==> src/hdl/escaped_frame_transmitter_macros.svh <==
// ----------------------------------------------------------------------------
// Escaped frame transmitter assertion macros
// Shared concurrent assertion forms, clocked on clk and off during reset.
// ----------------------------------------------------------------------------
`ifndef ESCAPED_FRAME_TRANSMITTER_MACROS_SVH
`define ESCAPED_FRAME_TRANSMITTER_MACROS_SVH

// Same-cycle implication
`define EFT_ASSERT_NOW(lbl, ante, cons, msg) \
	lbl: assert property (@(posedge clk) disable iff (!arst_n) (ante) |-> (cons)) \
		else $error(msg);

// Next-cycle implication
`define EFT_ASSERT_NEXT(lbl, ante, cons, msg) \
	lbl: assert property (@(posedge clk) disable iff (!arst_n) (ante) |=> (cons)) \
		else $error(msg);

`endif

==> src/hdl/eft_pkg.sv <==
// ----------------------------------------------------------------------------
// eft_pkg
// Types and constants shared by the escaped frame transmitter modules.
// ----------------------------------------------------------------------------
package eft_pkg;

	// Escape range and the bit cleared in an escaped byte
	localparam logic [7:0] ESC_LOW  = 8'hD8;
	localparam logic [7:0] ESC_HIGH = 8'hDF;
	localparam logic [7:0] ESC_FLIP = 8'h10;

	// Input action codes
	localparam logic ACT_DATA = 1'b0;
	localparam logic ACT_END  = 1'b1;

	// Configuration register indexes
	localparam logic [1:0] REG_START  = 2'd0;
	localparam logic [1:0] REG_STOP   = 2'd1;
	localparam logic [1:0] REG_ESCAPE = 2'd2;

	// Configuration register reset values
	localparam logic [7:0] START_RST  = 8'd216;
	localparam logic [7:0] STOP_RST   = 8'd217;
	localparam logic [7:0] ESCAPE_RST = 8'd218;

	typedef struct packed {
		logic       action;
		logic [7:0] data_byte;
	} in_item_t;

	typedef struct packed {
		logic [7:0] out_byte;
		logic       run_last;
	} out_item_t;

	// Framing byte values
	typedef struct packed {
		logic [7:0] start_byte;
		logic [7:0] stop_byte;
		logic [7:0] escape_byte;
	} cfg_t;

	// Classified item handed from front to back
	typedef struct packed {
		logic       need_start;
		logic       need_esc;
		logic       is_end;
		logic [7:0] value;
	} cmd_t;

endpackage

==> src/hdl/eft_front.sv <==
// ----------------------------------------------------------------------------
// eft_front
// Accepts input beats, tracks frame state and the running sum, and turns
// each beat into one command for the back end.
// ----------------------------------------------------------------------------
module eft_front (
	input  logic              clk,
	input  logic              arst_n,
	input  logic              push,
	input  eft_pkg::in_item_t in_item,
	input  logic [7:0]        escape_byte,
	input  logic              cmd_full,
	output logic              full,
	output logic              cmd_push,
	output eft_pkg::cmd_t     cmd
);

	logic       frame_open_q;
	logic [7:0] running_sum_q;
	logic [7:0] sum_base;
	logic [7:0] raw_value;
	logic [7:0] esc_value;
	logic       in_range;

	assign full     = cmd_full;
	assign cmd_push = push & ~cmd_full;

	// Sum restarts when a frame opens
	assign sum_base  = frame_open_q ? running_sum_q : 8'd0;
	assign raw_value = (in_item.action == eft_pkg::ACT_END) ? sum_base : in_item.data_byte;
	assign in_range  = (raw_value >= eft_pkg::ESC_LOW) && (raw_value <= eft_pkg::ESC_HIGH);
	assign esc_value = raw_value & ~eft_pkg::ESC_FLIP;

	// Command build
	always_comb begin
		cmd.need_start = ~frame_open_q;
		cmd.need_esc   = in_range;
		cmd.is_end     = (in_item.action == eft_pkg::ACT_END);
		cmd.value      = in_range ? esc_value : raw_value;
	end

	// Frame state and running sum
	always_ff @(posedge clk or negedge arst_n) begin
		if (!arst_n) begin
			frame_open_q  <= 1'b0;
			running_sum_q <= 8'd0;
		end else if (cmd_push) begin
			if (in_item.action == eft_pkg::ACT_END) begin
				frame_open_q  <= 1'b0;
				running_sum_q <= 8'd0;
			end else begin
				frame_open_q <= 1'b1;
				if (in_range)
					running_sum_q <= sum_base + escape_byte + esc_value;
				else
					running_sum_q <= sum_base + raw_value;
			end
		end
	end

endmodule

==> src/hdl/eft_cmd_fifo.sv <==
// ----------------------------------------------------------------------------
// eft_cmd_fifo
// Short command queue between front and back end.
// ----------------------------------------------------------------------------
module eft_cmd_fifo #(
	parameter int DEPTH = 4
) (
	input  logic          clk,
	input  logic          arst_n,
	input  logic          wr_en,
	input  eft_pkg::cmd_t wr_data,
	output logic          full,
	input  logic          rd_en,
	output logic          rd_valid,
	output eft_pkg::cmd_t rd_data
);

	localparam int PW = (DEPTH > 1) ? $clog2(DEPTH) : 1;
	localparam int CW = $clog2(DEPTH + 1);
	localparam logic [PW-1:0] LAST_PTR = PW'(DEPTH - 1);
	localparam logic [CW-1:0] FULL_CNT = CW'(DEPTH);

	eft_pkg::cmd_t mem_q [DEPTH];
	logic [PW-1:0] wr_ptr_q;
	logic [PW-1:0] rd_ptr_q;
	logic [CW-1:0] count_q;
	logic          do_wr;
	logic          do_rd;

	assign full     = (count_q == FULL_CNT);
	assign rd_valid = (count_q != '0);
	assign do_wr    = wr_en & ~full;
	assign do_rd    = rd_en & rd_valid;
	assign rd_data  = mem_q[rd_ptr_q];

	// Storage
	always_ff @(posedge clk) begin
		if (do_wr)
			mem_q[wr_ptr_q] <= wr_data;
	end

	// Pointers and fill count
	always_ff @(posedge clk or negedge arst_n) begin
		if (!arst_n) begin
			wr_ptr_q <= '0;
			rd_ptr_q <= '0;
			count_q  <= '0;
		end else begin
			if (do_wr)
				wr_ptr_q <= (wr_ptr_q == LAST_PTR) ? '0 : wr_ptr_q + 1'b1;
			if (do_rd)
				rd_ptr_q <= (rd_ptr_q == LAST_PTR) ? '0 : rd_ptr_q + 1'b1;
			if (do_wr && !do_rd)
				count_q <= count_q + 1'b1;
			else if (do_rd && !do_wr)
				count_q <= count_q - 1'b1;
		end
	end

endmodule

==> src/hdl/eft_back.sv <==
// ----------------------------------------------------------------------------
// eft_back
// Walks each command through the start, escape, value and stop phases that it
// needs and puts one byte per cycle into the output register when it is free.
// ----------------------------------------------------------------------------
`include "escaped_frame_transmitter_macros.svh"

module eft_back (
	input  logic               clk,
	input  logic               arst_n,
	input  eft_pkg::cfg_t      cfg,
	input  logic               cmd_valid,
	input  eft_pkg::cmd_t      cmd,
	output logic               cmd_pop,
	output logic               empty,
	input  logic               pop,
	output eft_pkg::out_item_t out_item
);

	typedef enum logic [1:0] {
		PH_START,
		PH_ESC,
		PH_VAL,
		PH_STOP
	} phase_t;

	phase_t             step_q;
	phase_t             eff_ph;
	logic               last;
	logic               emit;
	logic [7:0]         byte_sel;
	logic               out_valid_q;
	eft_pkg::out_item_t out_item_q;

	// Skip phases the command does not need
	always_comb begin
		eff_ph = step_q;
		if (eff_ph == PH_START && !cmd.need_start)
			eff_ph = PH_ESC;
		if (eff_ph == PH_ESC && !cmd.need_esc)
			eff_ph = PH_VAL;
	end

	assign last    = (eff_ph == PH_STOP) || (eff_ph == PH_VAL && !cmd.is_end);
	assign emit    = cmd_valid && (!out_valid_q || pop);
	assign cmd_pop = emit && last;
	assign empty   = ~out_valid_q;
	assign out_item = out_item_q;

	// Byte for the current phase
	always_comb begin
		case (eff_ph)
			PH_START: byte_sel = cfg.start_byte;
			PH_ESC:   byte_sel = cfg.escape_byte;
			PH_VAL:   byte_sel = cmd.value;
			PH_STOP:  byte_sel = cfg.stop_byte;
			default:  byte_sel = cmd.value;
		endcase
	end

	// Phase sequencer and output register
	always_ff @(posedge clk or negedge arst_n) begin
		if (!arst_n) begin
			step_q      <= PH_START;
			out_valid_q <= 1'b0;
			out_item_q  <= '0;
		end else begin
			if (emit) begin
				out_valid_q         <= 1'b1;
				step_q              <= last ? PH_START : phase_t'(eff_ph + 2'd1);
				out_item_q.out_byte <= byte_sel;
				out_item_q.run_last <= last;
			end else if (pop) begin
				out_valid_q <= 1'b0;
			end
		end
	end

	`EFT_ASSERT_NOW(a_mid_cmd_head, step_q != PH_START, cmd_valid, "mid-command without a command")
	`EFT_ASSERT_NEXT(a_last_resets_phase, emit && last, step_q == PH_START, "phase not rewound")
	`EFT_ASSERT_NOW(a_stop_only_end, cmd_valid && eff_ph == PH_STOP, cmd.is_end, "stop on payload")

endmodule

==> src/hdl/escaped_frame_transmitter.sv <==
// ----------------------------------------------------------------------------
// escaped_frame_transmitter
// Byte-stuffing frame transmitter with an additive checksum.
// ----------------------------------------------------------------------------
// Each input beat is classified on acceptance and queued as one command; the
// back end then sends one output byte per cycle: one byte for a plain payload
// byte, two for an escaped one, plus the start byte ahead of the first beat of
// a frame; an end beat sends the sum (one or two bytes) and the stop byte. An
// input beat thus gives one to four output bytes; the output side runs at one
// byte per cycle while pop is held. The command queue of CMD_DEPTH entries lets
// input beats be taken while earlier ones are still being sent; run_last marks
// the final byte of each input beat. The user must write framing bytes through
// cfg_we/cfg_idx/cfg_wdata while the block is idle, which it does not enforce.
// ----------------------------------------------------------------------------
module escaped_frame_transmitter #(
	parameter int CMD_DEPTH = 4
) (
	input  logic               clk,
	input  logic               arst_n,
	input  logic               push,
	output logic               full,
	input  eft_pkg::in_item_t  in_item,
	output logic               empty,
	input  logic               pop,
	output eft_pkg::out_item_t out_item,
	input  logic               cfg_we,
	input  logic [1:0]         cfg_idx,
	input  logic [7:0]         cfg_wdata
);

	eft_pkg::cfg_t cfg_q;
	eft_pkg::cmd_t push_cmd;
	eft_pkg::cmd_t head_cmd;
	logic          cmd_push;
	logic          cmd_full;
	logic          cmd_valid;
	logic          cmd_pop;

	// Configuration registers
	always_ff @(posedge clk or negedge arst_n) begin
		if (!arst_n) begin
			cfg_q.start_byte  <= eft_pkg::START_RST;
			cfg_q.stop_byte   <= eft_pkg::STOP_RST;
			cfg_q.escape_byte <= eft_pkg::ESCAPE_RST;
		end else if (cfg_we) begin
			case (cfg_idx)
				eft_pkg::REG_START:  cfg_q.start_byte  <= cfg_wdata;
				eft_pkg::REG_STOP:   cfg_q.stop_byte   <= cfg_wdata;
				eft_pkg::REG_ESCAPE: cfg_q.escape_byte <= cfg_wdata;
				default: ;
			endcase
		end
	end

	eft_front u_front (
		.clk         (clk),
		.arst_n      (arst_n),
		.push        (push),
		.in_item     (in_item),
		.escape_byte (cfg_q.escape_byte),
		.cmd_full    (cmd_full),
		.full        (full),
		.cmd_push    (cmd_push),
		.cmd         (push_cmd)
	);

	eft_cmd_fifo #(
		.DEPTH (CMD_DEPTH)
	) u_cmd_fifo (
		.clk      (clk),
		.arst_n   (arst_n),
		.wr_en    (cmd_push),
		.wr_data  (push_cmd),
		.full     (cmd_full),
		.rd_en    (cmd_pop),
		.rd_valid (cmd_valid),
		.rd_data  (head_cmd)
	);

	eft_back u_back (
		.clk       (clk),
		.arst_n    (arst_n),
		.cfg       (cfg_q),
		.cmd_valid (cmd_valid),
		.cmd       (head_cmd),
		.cmd_pop   (cmd_pop),
		.empty     (empty),
		.pop       (pop),
		.out_item  (out_item)
	);

endmodule

==> config.mk <==
export PLATFORM = sky130hd
export DESIGN_NAME = escaped_frame_transmitter
export DESIGN_NICKNAME = d
export VERILOG_FILES = /design/src/hdl/eft_pkg.sv /design/src/hdl/eft_front.sv /design/src/hdl/eft_cmd_fifo.sv /design/src/hdl/eft_back.sv /design/src/hdl/escaped_frame_transmitter.sv
export VERILOG_INCLUDE_DIRS = /design/src /design/src/hdl
export SDC_FILE = /design/constraint.sdc
export NUM_CORES = 1
export LEC_CHECK = 0
export ABC_AREA = 0
export BUFFER_PORTS_ARGS = -buffer_cell sky130_fd_sc_hd__buf_2
export CAP_MARGIN = 5
export CORE_ASPECT_RATIO = 0.8
export CORE_MARGIN = 1.5
export CORE_UTILIZATION = 55
export CTS_CLUSTER_DIAMETER = 200
export DETAILED_ROUTE_END_ITERATION = 6
export GPL_TIMING_DRIVEN = 0
export PLACE_DENSITY = 0.87
export RECOVER_POWER = 25
export SYNTH_ARGS = -nofsm -noshare
export SYNTH_HDL_FRONTEND = slang
export SYNTH_SLANG_ARGS = --single-unit
==> constraint.sdc <==
create_clock -name clk -period 3.1 [get_ports clk]
set_input_delay 0 -clock clk [delete_from_list [all_inputs] [get_ports clk]]
set_output_delay 0 -clock clk [all_outputs]
set_load 0.02 [all_outputs]
==> results by group <==
Outcome
  – Run status: finished, final reports clean

Layout
  – Fin cells: 577
  – Area of the multi-input gates: 2240 um2
  – Fillcell total: 593
  – Ratio of cells with drive above 1 in the final layout: 26.2%
  – Nets: 517
  – Fin util: 67.3%
  – Ant. Diodes: 0
  – Synthesis-to-layout area growth: 16.3%
  – Register area: 2640 um2
  – Fin area: 5840 um2

Placed design
  – Port Buffer Count: 34
  – Dpl cells: 545
  – GP Congestion: 0.839
  – Dpl ws: -395 ps
  – Post-DP HPWL: 7550 um
  – Placed Instance Area: 5330 um2

Worst setup path
  – Slowest stage delay, CP: 590 ps
  – CP max-delay cell: mux4_2
  – CP Cell Sequence: mux4_2 -> o21ai_4 -> inv_2 -> ha_4 -> o21bai_4 -> nand2b_4 -> ha_2 -> inv_1 -> fa_1 -> xor2_1 -> nor2_1 -> xor2_1
  – CP dominant cell by count: xor2_1
  – Setup CP Type: flip-flop to flip-flop
  – Delay-heaviest family, CP: adder cells
  – Crit path DAT: 3240 ps
  – CP endpoint kind: flip-flop
  – Crit Path Max Fanout: 9
  – CP Buf/Inv Count: 2
  – CP Data Required Time: 3360 ps
  – Startpoint types: flip-flop

Global route
  – Total Routing Usage GR: 22.9%
  – Initial antenna violation count: 0
  – Largest net degree at the start of global routing: 53
  – Total gr overflow: 0
  – Number of global-route vias before repair: 3338
  – First-pass GRT wire length: 16500 um

Yosys
  – Number of synthesized flops with an enable pin: 44
  – Most frequent cells after synthesis: edfxtp_1, inv_1, dfrtp_1
  – Post-Synthesis Cell Area: 5020 um2
  – Top post-synthesis cells by area: edfxtp_1, dfrtp_1, dfstp_2, mux2_2, ha_1
  – Synthesis warning total: 0
  – Average cell area after synthesis: 12.6 um2
  – Ys async rst share: 54.2%
  – Mapped Cells: 399
  – Yosys reg bits: 96
  – Synth cell types: 58
  – Sequential area share after synthesis: 52.6%
  – Share of Yosys cell area claimed by the top area cell type: 26.3%
  – Syn_nets: 456
  – Top-count cell post-synth: edfxtp_1
  – Ys flop type: edfxtp_1
  – Post-synth top area cell: edfxtp_1

Pwr
  – Pleak: 2.43 nW
  – PwrDens: 902 nW/um2
  – Maximum vdd drop: 0.000620 V
  – Power consumption: 5.26 mW

Timing
  – Final worst slack: 121 ps
  – F_max: 0.336 GHz
  – Fin crit share: 96.1%
  – Final hold vios: 0
  – Worst Tran Pin Value: 1310 ps
  – Tmin final: 2980 ps
  – Skew final: 7.03 ps
  – Final setup viols: 0
  – Setup_tns: 0 ps
  – Slew Limit Fails: 0
  – Max_slew headroom: 12.9%
  – Hold_ws: 42.4 ps

Worst hold path
  – HP Class: input port to flip-flop

Clock tree
  – Clock root cell: clkbuf_16
  – Clk slew on worst S/H paths: 70 ps
  – Worst-skew pair later-pin latency: 340 ps
  – CTS Buf Count: 9
  – Clk buf depth: 2
  – Clk sinks: 96
  – H-tree levels: 3
  – CTS tree: yes

Detailed routing
  – DRT Pass-1 Iters: 6
  – DR vias/cell: 5.77
  – Routed Antenna Nets: 0
  – Vias: 3331
  – Total routed wirelength: 10400 um
  – DR iter-0 viols: 292
  – WL per Instance: 18.0 um
  – DRC: 0

Floorplanning
  – Die Ht: 88.5 um
  – Die area: 9710 um2
  – Die width: 110 um
  – Initial Utilization: 57.9%
  – CORE AREA: 8670 um2
  – Number of core rows: 30
  – I/O pins: 35

Run
  – Max-Cap Viols: 0
## logic make-up (layout without fill, tap and decap cells)
logic type	after synthesis	count (layout)	share of synthesized area, %
buf+inv	55	121	4.36
simple gates	81	81	8.45
fa+ha+maj	33	33	9.57
mux	44	44	12.4
xor+xnor	11	11	1.92
flops	96	96	52.6
compound gates	79	79	10.7
## timing repair
item                                    4_1_cts  5_1_grt
buffers inserted                              1        6
endpoints found under the hold margin        67        1
hold buffers                                 11        1
resized for setup                            12       16
endpoints found under the setup margin        7        5
pin swaps                                     1        2
## cell type report
cell class | count | share of cell area (%)
clock buffer | 9 | 3.86
multi-input combinational | 248 | 38.4
clock inverter | 7 | 0.814
buffer | 10 | 0.964
inverter | 42 | 2.70
timing repair buffer | 53 | 5.61
sequential | 96 | 45.3
tap | 112 | 2.40
## flip-flops by register name (all words and copies together) (netlist names)
| register | count |
|---|---|
| u_cmd_fifo.count_q | 3 |
| u_back.step_q | 2 |
| u_cmd_fifo.rd_ptr_q | 2 |
| u_front.frame_open_q | 1 |
| cfg_q | 24 |
| u_cmd_fifo.mem_q | 44 |
| u_back.out_valid_q | 1 |
| u_cmd_fifo.wr_ptr_q | 2 |
| u_front.running_sum_q | 8 |
| u_back.out_item | 9 |
## worst paths after layout
path                                                          from                                end  slack (ps)  cells past startpoint
worst max register to register  u_cmd_fifo.rd_ptr_q[0]$_DFFE_PN0P_  u_cmd_fifo.count_q[2]$_DFFE_PN0P_         120                     12
max in group asynchronous                                   arst_n   u_front.frame_open_q$_DFFE_PN0P_        1740                      2
min in group asynchronous                                   arst_n       u_back.step_q[1]$_DFFE_PN0P_         490                      2
worst min register to register      u_back.out_item[7]$_DFFE_PN0P_     u_back.out_item[7]$_DFFE_PN0P_         480                      2
worst min-delay path                                    in_item[2]   u_cmd_fifo.mem_q[3][2]$_DFFE_PP_          40                      2
worst max-delay path            u_cmd_fifo.rd_ptr_q[0]$_DFFE_PN0P_  u_cmd_fifo.count_q[2]$_DFFE_PN0P_         120                     12
## power by group
group / leakage [nW] / total (mW) / internal, mW / switching, mW
logic: 1.28 / 2.33 / 1.03 / 1.30
clock network: 0.130 / 1.00 / 0.543 / 0.459
registers: 1.02 / 1.93 / 1.73 / 0.203
## layout by cell type, fill, tap and decap left out, types with 10 or more instances in the layout
| master | netlist | routed |
|---|---|---|
| edfxtp_1 | 44 | 44 |
| inv_1 | 40 | 40 |
| dfrtp_1 | 38 | 35 |
| mux2_2 | 30 | 28 |
| buf_2 | 4 | 24 |
| nand2_1 | 24 | 24 |
| ha_1 | 24 | 20 |
| nor2_1 | 18 | 18 |
| a21oi_1 | 20 | 17 |
| clkbuf_1 | 7 | 16 |
| o21ai_0 | 15 | 14 |
| dlygate4sd3_1 | 0 | 12 |
| mux4_2 | 10 | 11 |
| and2_1 | 11 | 10 |
## metal layers
layer	vias up	global-route usage (%)	part of all wire (%)
met5	-	0	0
met4	0	5.79	0.72
met3	8	5.23	4.5
met2	101	39.7	50
met1	1657	29.4	45
li1	1565	-	-
Note: power is estimated with default switching activity, not from simulation.
